$ cat src/design/rhc_pkg.sv
// ----------------------------------------------------------------------------
// RGB/HSV converter package
// Beat types, fixed-point constants and small helpers shared by the design.
// ----------------------------------------------------------------------------
package rhc_pkg;

  typedef struct packed {
    logic        kind;
    logic [7:0]  red;
    logic [7:0]  green;
    logic [7:0]  blue;
    logic [14:0] hue;
    logic [12:0] saturation;
    logic [12:0] brightness;
  } in_t;

  typedef struct packed {
    logic [7:0]  out_red;
    logic [7:0]  out_green;
    logic [7:0]  out_blue;
    logic [14:0] out_hue;
    logic [12:0] out_saturation;
    logic [12:0] out_brightness;
  } out_t;

  localparam logic        KIND_TO_HSV = 1'b0;
  localparam logic        KIND_TO_RGB = 1'b1;

  localparam logic [14:0] HUE_FULL   = 15'd23040;
  localparam logic [11:0] HUE_SECTOR = 12'd3840;
  localparam logic [12:0] UNIT       = 13'd4096;
  localparam logic [23:0] WHOLE      = 24'd15728640;

  // Divider geometry: 24-bit dividend, 8-bit divisor, 16 quotient bits.
  localparam int unsigned DIV_STAGES = 4;
  localparam int unsigned DIV_STEPS  = 4;

  // floor(y / 255) for y below 4096, by multiplying with the reciprocal.
  function automatic logic [4:0] div255(input logic [11:0] y);
    logic [20:0] prod;
    prod = ({9'd0, y} + 21'd1) * 21'd257;
    return prod[20:16];
  endfunction

endpackage

$ cat src/design/rhc_div.sv
// ----------------------------------------------------------------------------
// Pipelined restoring divider
// Four register stages, four quotient bits per stage, no stall.
// ----------------------------------------------------------------------------
module rhc_div (
  input  logic        clk_i,
  input  logic [23:0] dividend_i,
  input  logic [7:0]  divisor_i,
  output logic [15:0] quotient_o
);
  import rhc_pkg::*;

  // The upper dividend byte must be below the divisor so the quotient fits.
  logic [7:0]  rem_q  [DIV_STAGES];
  logic [15:0] low_q  [DIV_STAGES];
  logic [7:0]  dvs_q  [DIV_STAGES];
  logic [15:0] quo_q  [DIV_STAGES];

  logic [7:0]  rem_d  [DIV_STAGES];
  logic [15:0] low_d  [DIV_STAGES];
  logic [7:0]  dvs_d  [DIV_STAGES];
  logic [15:0] quo_d  [DIV_STAGES];

  for (genvar k = 0; k < DIV_STAGES; k++) begin : g_stage
    logic [7:0]  rem_in;
    logic [15:0] low_in;
    logic [7:0]  dvs_in;
    logic [15:0] quo_in;

    if (k == 0) begin : g_first
      assign rem_in = dividend_i[23:16];
      assign low_in = dividend_i[15:0];
      assign dvs_in = divisor_i;
      assign quo_in = '0;
    end else begin : g_next
      assign rem_in = rem_q[k-1];
      assign low_in = low_q[k-1];
      assign dvs_in = dvs_q[k-1];
      assign quo_in = quo_q[k-1];
    end

    always_comb begin
      logic [8:0]  r9;
      logic [7:0]  r;
      logic [15:0] lo;
      logic [15:0] qu;
      r  = rem_in;
      lo = low_in;
      qu = quo_in;
      for (int i = 0; i < DIV_STEPS; i++) begin
        r9 = {r, lo[15]};
        lo = {lo[14:0], 1'b0};
        if (r9 >= {1'b0, dvs_in}) begin
          r9 = r9 - {1'b0, dvs_in};
          qu = {qu[14:0], 1'b1};
        end else begin
          qu = {qu[14:0], 1'b0};
        end
        r = r9[7:0];
      end
      rem_d[k] = r;
      low_d[k] = lo;
      dvs_d[k] = dvs_in;
      quo_d[k] = qu;
    end

    always_ff @(posedge clk_i) begin
      rem_q[k] <= rem_d[k];
      low_q[k] <= low_d[k];
      dvs_q[k] <= dvs_d[k];
      quo_q[k] <= quo_d[k];
    end
  end

  assign quotient_o = quo_q[DIV_STAGES-1];

endmodule

$ cat src/design/rgb_hsv_color_converter.sv
// ----------------------------------------------------------------------------
// RGB/HSV color converter
// A beat accepted at a clock edge moves through every pipeline stage and appears
// on result_o, marked by result_valid_o, for one cycle.
// Throughput: one beat per cycle; busy is always low since the result side
// cannot stall and nothing carries over between pixels.
// Reset clears only the valid bits of the six pipeline stages.
// ----------------------------------------------------------------------------
module rgb_hsv_color_converter (
  input  logic         clk_i,
  input  logic         rst_ni,
  input  logic         start,
  output logic         busy,
  input  rhc_pkg::in_t cmd_i,
  output logic         result_valid_o,
  output rhc_pkg::out_t result_o
);
  import rhc_pkg::*;

  // Stage valid and direction bits travel with the data.
  logic [5:0] vld_q;
  logic [5:0] kind_q;

  assign busy = 1'b0;

  always_ff @(posedge clk_i or negedge rst_ni) begin
    if (!rst_ni) begin
      vld_q <= '0;
    end else begin
      vld_q <= {vld_q[4:0], start};
    end
  end

  always_ff @(posedge clk_i) begin
    kind_q <= {kind_q[4:0], cmd_i.kind};
  end

  // --------------------------------------------------------------------------
  // Stage 1. RGB side: max, min, spread and the sector-relative hue numerator
  // in units of the spread. HSV side: clamp, wrap the hue once and find the
  // sector and its fractional offset.
  // --------------------------------------------------------------------------
  logic [7:0]  mx_d, mn_d, dl_d;
  logic [10:0] m_d;
  logic [12:0] s_d, v_d;
  logic [2:0]  sec_d;
  logic [11:0] f_d;

  always_comb begin
    logic [11:0] mm;
    logic [14:0] h;
    mx_d = cmd_i.red;
    if (cmd_i.green > mx_d) mx_d = cmd_i.green;
    if (cmd_i.blue > mx_d) mx_d = cmd_i.blue;
    mn_d = cmd_i.red;
    if (cmd_i.green < mn_d) mn_d = cmd_i.green;
    if (cmd_i.blue < mn_d) mn_d = cmd_i.blue;
    dl_d = mx_d - mn_d;

    // Red wins a tie for the largest channel, then green.
    if (mx_d == cmd_i.red) begin
      mm = {4'd0, cmd_i.green} - {4'd0, cmd_i.blue};
    end else if (mx_d == cmd_i.green) begin
      mm = {3'd0, dl_d, 1'b0} + {4'd0, cmd_i.blue} - {4'd0, cmd_i.red};
    end else begin
      mm = {2'd0, dl_d, 2'b0} + {4'd0, cmd_i.red} - {4'd0, cmd_i.green};
    end
    // A negative numerator moves up by one full turn of six sectors.
    if (mm[11]) begin
      mm = mm + {3'd0, dl_d, 1'b0} + {2'd0, dl_d, 2'b0};
    end
    m_d = mm[10:0];

    s_d = (cmd_i.saturation > UNIT) ? UNIT : cmd_i.saturation;
    v_d = (cmd_i.brightness > UNIT) ? UNIT : cmd_i.brightness;
    h   = (cmd_i.hue >= HUE_FULL) ? cmd_i.hue - HUE_FULL : cmd_i.hue;

    if (h < 15'd3840) begin
      sec_d = 3'd0;
      f_d   = h[11:0];
    end else if (h < 15'd7680) begin
      sec_d = 3'd1;
      f_d   = 12'(h - 15'd3840);
    end else if (h < 15'd11520) begin
      sec_d = 3'd2;
      f_d   = 12'(h - 15'd7680);
    end else if (h < 15'd15360) begin
      sec_d = 3'd3;
      f_d   = 12'(h - 15'd11520);
    end else if (h < 15'd19200) begin
      sec_d = 3'd4;
      f_d   = 12'(h - 15'd15360);
    end else begin
      sec_d = 3'd5;
      f_d   = 12'(h - 15'd19200);
    end
  end

  logic [7:0]  mx1_q, dl1_q;
  logic [10:0] m1_q;
  logic [12:0] s1_q, v1_q;
  logic [2:0]  sec1_q;
  logic [11:0] f1_q;

  always_ff @(posedge clk_i) begin
    mx1_q  <= mx_d;
    dl1_q  <= dl_d;
    m1_q   <= m_d;
    s1_q   <= s_d;
    v1_q   <= v_d;
    sec1_q <= sec_d;
    f1_q   <= f_d;
  end

  // --------------------------------------------------------------------------
  // Stage 2. RGB side: scale the hue numerator by one sector, build the
  // saturation dividend and the value. HSV side: saturation times offsets.
  // --------------------------------------------------------------------------
  logic [22:0] n2_q;
  logic [19:0] ds2_q;
  logic [7:0]  mx2_q, dl2_q;
  logic [12:0] val2_q;
  logic [24:0] sf2_q, sg2_q;
  logic [12:0] sinv2_q, v2_q;
  logic [2:0]  sec2_q;
  logic        grey2_q;

  always_ff @(posedge clk_i) begin
    n2_q    <= 23'(m1_q) * 23'(HUE_SECTOR);
    ds2_q   <= {dl1_q, 12'd0};
    mx2_q   <= mx1_q;
    dl2_q   <= dl1_q;
    val2_q  <= {1'b0, mx1_q, 4'd0} + 13'(div255({mx1_q, 4'd0}));
    sf2_q   <= 25'(s1_q) * 25'(f1_q);
    sg2_q   <= 25'(s1_q) * 25'(HUE_SECTOR - f1_q);
    sinv2_q <= UNIT - s1_q;
    v2_q    <= v1_q;
    sec2_q  <= sec1_q;
    grey2_q <= (s1_q == '0);
  end

  // --------------------------------------------------------------------------
  // Stages 3 to 6, RGB side: hue and saturation come out of two pipelined
  // dividers; value and the zero-spread flag ride alongside.
  // --------------------------------------------------------------------------
  logic [15:0] hue_quo, sat_quo;

  rhc_div u_hue_div (
    .clk_i      (clk_i),
    .dividend_i ({1'b0, n2_q}),
    .divisor_i  (dl2_q),
    .quotient_o (hue_quo)
  );

  rhc_div u_sat_div (
    .clk_i      (clk_i),
    .dividend_i ({4'd0, ds2_q}),
    .divisor_i  (mx2_q),
    .quotient_o (sat_quo)
  );

  logic [12:0] val_q [4];
  logic [3:0]  flat_q;

  always_ff @(posedge clk_i) begin
    val_q[0] <= val2_q;
    val_q[1] <= val_q[0];
    val_q[2] <= val_q[1];
    val_q[3] <= val_q[2];
    flat_q   <= {flat_q[2:0], (dl2_q == '0)};
  end

  // --------------------------------------------------------------------------
  // Stages 3 to 6, HSV side. The product v * X * 255 / (4096^2 * 3840)
  // reduces to v * X * 17 / 2^32 because 255 = 17 * 15 and 3840 = 256 * 15.
  // --------------------------------------------------------------------------
  logic [23:0] x3_q, y3_q;
  logic [12:0] sinv3_q, v3_q;
  logic [2:0]  sec3_q;
  logic        grey3_q;

  always_ff @(posedge clk_i) begin
    x3_q    <= WHOLE - sf2_q[23:0];
    y3_q    <= WHOLE - sg2_q[23:0];
    sinv3_q <= sinv2_q;
    v3_q    <= v2_q;
    sec3_q  <= sec2_q;
    grey3_q <= grey2_q;
  end

  logic [35:0] vx4_q, vy4_q;
  logic [25:0] vp4_q;
  logic [12:0] v4_q;
  logic [2:0]  sec4_q;
  logic        grey4_q;

  always_ff @(posedge clk_i) begin
    vx4_q   <= 36'(v3_q) * 36'(x3_q);
    vy4_q   <= 36'(v3_q) * 36'(y3_q);
    vp4_q   <= 26'(v3_q) * 26'(sinv3_q);
    v4_q    <= v3_q;
    sec4_q  <= sec3_q;
    grey4_q <= grey3_q;
  end

  logic [7:0] r5_d, g5_d, b5_d;

  always_comb begin
    logic [40:0] qx, tx;
    logic [33:0] px;
    logic [20:0] tpx;
    logic [7:0]  q8, t8, p8, top8;
    qx   = {vx4_q, 4'd0} + 41'(vx4_q);
    tx   = {vy4_q, 4'd0} + 41'(vy4_q);
    px   = {vp4_q, 8'd0} - 34'(vp4_q);
    tpx  = {v4_q, 8'd0} - 21'(v4_q);
    q8   = qx[39:32];
    t8   = tx[39:32];
    p8   = px[31:24];
    top8 = tpx[19:12];
    if (grey4_q) begin
      r5_d = top8;
      g5_d = top8;
      b5_d = top8;
    end else begin
      case (sec4_q)
        3'd0: begin r5_d = top8; g5_d = t8;   b5_d = p8;   end
        3'd1: begin r5_d = q8;   g5_d = top8; b5_d = p8;   end
        3'd2: begin r5_d = p8;   g5_d = top8; b5_d = t8;   end
        3'd3: begin r5_d = p8;   g5_d = q8;   b5_d = top8; end
        3'd4: begin r5_d = t8;   g5_d = p8;   b5_d = top8; end
        default: begin r5_d = top8; g5_d = p8; b5_d = q8; end
      endcase
    end
  end

  logic [7:0] r5_q, g5_q, b5_q;
  logic [7:0] r6_q, g6_q, b6_q;

  always_ff @(posedge clk_i) begin
    r5_q <= r5_d;
    g5_q <= g5_d;
    b5_q <= b5_d;
    r6_q <= r5_q;
    g6_q <= g5_q;
    b6_q <= b5_q;
  end

  // --------------------------------------------------------------------------
  // Output beat: the unused half of the result is zero.
  // --------------------------------------------------------------------------
  assign result_valid_o = vld_q[5];

  always_comb begin
    result_o = '0;
    if (kind_q[5] == KIND_TO_RGB) begin
      result_o.out_red   = r6_q;
      result_o.out_green = g6_q;
      result_o.out_blue  = b6_q;
    end else begin
      result_o.out_brightness = val_q[3];
      if (!flat_q[3]) begin
        result_o.out_hue        = hue_quo[14:0];
        result_o.out_saturation = sat_quo[12:0];
      end
    end
  end

endmodule

$ cat config.mk
export PLATFORM = sky130hd
export DESIGN_NAME = rgb_hsv_color_converter
export DESIGN_NICKNAME = d
export VERILOG_FILES = /design/src/design/rhc_pkg.sv /design/src/design/rhc_div.sv /design/src/design/rgb_hsv_color_converter.sv
export SDC_FILE = /design/constraint.sdc
export NUM_CORES = 2
export LEC_CHECK = 0
export BUFFER_PORTS_ARGS = -buffer_cell sky130_fd_sc_hd__buf_2
export CAP_MARGIN = 20
export CORE_MARGIN = 1.5
export CORE_UTILIZATION = 59
export CTS_CLUSTER_DIAMETER = 80
export CTS_CLUSTER_SIZE = 10
export DETAILED_ROUTE_END_ITERATION = 10
export PLACE_DENSITY = 0.76
export SLEW_MARGIN = 0
export SYNTH_ARGS = -nofsm -noshare
export SYNTH_HDL_FRONTEND = slang
export SYNTH_SLANG_ARGS = --single-unit
$ cat constraint.sdc
create_clock -name clk_i -period 10.1 [get_ports clk_i]
set_input_delay 2.02 -clock clk_i [delete_from_list [all_inputs] [get_ports clk_i]]
set_output_delay 2.02 -clock clk_i [all_outputs]
set_load 0.02 [all_outputs]
==> results.md <==
- Final Hold Vio Count: 0
- GRT Residual Overflow: 0
- HPWL after DPL: 130,000 um
- Nets: 9,426
- R2R depth: 40
- Ratio of cells with drive above 1 in the final layout: 7.63%
- Root buffer cell: clkbuf_16
- Die Wd: 345 um
- Row cnt: 125
- Fill cells: 9,422
- Clock skew: 0.0274 ns
- RR Endpoint: u_sat_div.rem_q[1][7]
- Post-synthesis register bit count: 660
- Worst Tran Pin Value: 1.11 ns
- Mean Syn Cell Area: 9.12 um^2
- Post-synth EDFFs: 0
- Routed WL: 166,000 um
- Main area contributors after synthesis: fa_1 26%, dfxtp_1 19%, ha_1 14%, inv_1 6.3%, nand2_1 5.2%
- HP Class: reg -> reg
- # Max-Cap Violations: 0
- All-Layer GR Usage: 28.4%
- Clock Path Buffers: 3
- Largest net degree at the start of global routing: 62
- FF-to-FF Start: u_sat_div.dvs_q[0][1]
- Async set or reset register ratio after synthesis: 0.909%
- Antenna-violating nets left: 0
- Syn nets: 9,322
- Cts bufs inserted: 81
- Mapped Cells: 7,565
- Starting Density: 59.5%
- R2R setup slack: 0.56 ns
- Worst hold slack: 0.317 ns
- Placed cells: 9,101
- Clk sinks: 660
- Setup crit end kind: flip-flop
- Status: complete, no violations
- Cts-stage hold buffer count: 0
- Unique masters post-synth: 98
- Crit-path max cell delay: 0.53 ns
- Hold Path Stages: 0
- Post-synth top area share: 25.8%
- Slowest stage cell, crit path: fa_1
- HP Start: val_q[2][8]
- Crit-path max FO: 6
- Layout area overhead: 7.49%
- Drt first pass iters: 6
- Minimum clock period: 9.54 ns
- CTS clk-pin slew, worst paths: 0.06 ns
- WP data arrival: 10.14 ns
- Most used DFF post-synth: dfxtp_1
- Setup slack after layout: 0.556 ns
- Slew Limit Fails: 0
- Fin crit share: 94.5%
- WHS Endpoint: val_q[3][8]
- Sequential share of the synthesized area: 19.2%
- CP delay by family, top: adder cells
- Worst setup startpoint: cmd_i[50]
- Crit path kind: in -> reg
- Core ar.: 116,000 um^2
- Critical Path RT: 10.70 ns
- I/O pin cnt: 136
- DR vias: 51,900
- CTS tree: built
- IO Port Bufs: 134
- Slew headroom: 25.7%
- Vias per cell: 5.63
- YS warnings: 0
- Die span in y: 345 um
- Antenna violations before repair: 8
- Final setup fails: 0
- Worst slack at placement: -0.141 ns
- First-pass GRT wire length: 276,000 um
- DRC errors left: 0
- Final Non-Filler Cells: 9,215
- Mapped cell area: 69,000 um^2
- Final GP Congestion: 0.968
- CTS H-tree depth: 3
- Vias in the first global route: 55,300
- DR WL/cell: 18.0 um
- Yosys top cell by area: fa_1
- Initial drt markers: 3,128
- Later-pin clock latency in the skew report: 0.67 ns
- WP buf/inv: 5
- Maximum clock rate: 105 MHz
- Die Area: 119,000 um^2
- CP startpoint kind: input pin
-- how the worst max path moves through the flow --
stage                             to  slack (ns)  cells after the start
6_report                    m1_q[10]        0.56                     41
5_1_grt        u_hue_div.rem_q[0][6]       -0.01                     49
4_1_cts        u_sat_div.rem_q[2][7]        0.22                     44
3_5_place_dp                m1_q[10]       -0.14                     41
3_3_place_gp                m1_q[10]        0.05                     42
2_1_floorplan               m1_q[10]       0.002                     40
-- cell families after synthesis --
group,share of synthesized area [%]
muxes,2.16
and+or+nand+nor,15.0
xor gates and xnor gates,5.58
DFF,19.2
other,0.00543
adders and majority gates,40.3
AOI/OAI and AO/OA,9.98
buffers and inverters,7.83
-- registers in the layout (all words and copies together) (netlist names), 15 cells and up --
register / count
u_sat_div.quo_q: 28
val_q: 52
sg2_q: 24
u_hue_div.rem_q: 24
u_sat_div.dvs_q: 24
x3_q: 23
u_hue_div.dvs_q: 24
n2_q: 15
vy4_q: 36
u_sat_div.rem_q: 24
vp4_q: 26
u_hue_div.quo_q: 36
sf2_q: 23
y3_q: 24
vx4_q: 35
-- placed cells by master (no fill, tap or decap), types with 23 or more instances in the layout --
cell       instances
a31oi_1           23
nand4_1           39
dfxtp_1          641
and2_1           457
or3_1             28
a21oi_1          282
xnor2_1          302
o31ai_1           35
buf_4            165
o21ai_0          240
o21a_1            43
nand3_1           64
ha_1             797
inv_1           1152
nor2_1           249
nor3_1            73
nand2b_1          64
a21boi_0          23
mux2i_1           28
buf_2            134
xor2_1           132
nand2_1          949
mux2_2           101
o21bai_1          66
a21o_1           159
nor2b_1          104
clkbuf_16         82
and3_1            34
fa_1             891
-- synthesized netlist by cell type, types with 35 or more instances --
cell type  number
inv_1        1152
nand2_1       950
fa_1          891
ha_1          797
dfxtp_1       654
and2_1        457
xnor2_1       303
a21oi_1       286
clkbuf_1      264
nor2_1        249
o21ai_0       249
a21o_1        159
xor2_1        132
nor2b_1       106
mux2_2        101
nor3_1         74
o21bai_1       66
nand2b_1       64
nand3_1        64
o21a_1         43
nand4_1        39
o31ai_1        35
-- final cells by class --
class                      instances  area [um^2]  area share (%)
multi-input combinational       5473        50500            68.0
clock buffer                      88         2090            2.82
tap                             1524         1910            2.57
antenna                            1         2.50         0.00337
sequential                       660        13300            17.9
timing repair buffer             299         1910            2.57
inverter                        1154         4330            5.84
clock inverter                    16          215           0.290
-- through the flow --
step	cell area [um^2]	TNS (ns)	utilization, %
after floorplan	69000	0	-
after global placement	71700	0	61.8
after detailed placement	71700	-0.141	61.8
after CTS	74000	0	63.8
after global routing	74200	-0.0110	63.9
final	74200	0	63.9
-- metal layers --
layer	global-route usage (%)	part of all wire [%]	vias up
met4	12.1	4.4	6
met3	4.02	6.4	380
li1	-	-	24400
met5	0	0.022	-
met2	48.2	47	1662
met1	36.2	42	25500
-- repair_timing --
action,in CTS,in global routing
hold endpoints to repair,0,0
resized for setup,0,26
endpoints found under the setup margin,0,46
setup buffers,0,5
Power is not shown: default switching activity piles up to over one toggle a cycle in this logic, so the estimate is an artifact.
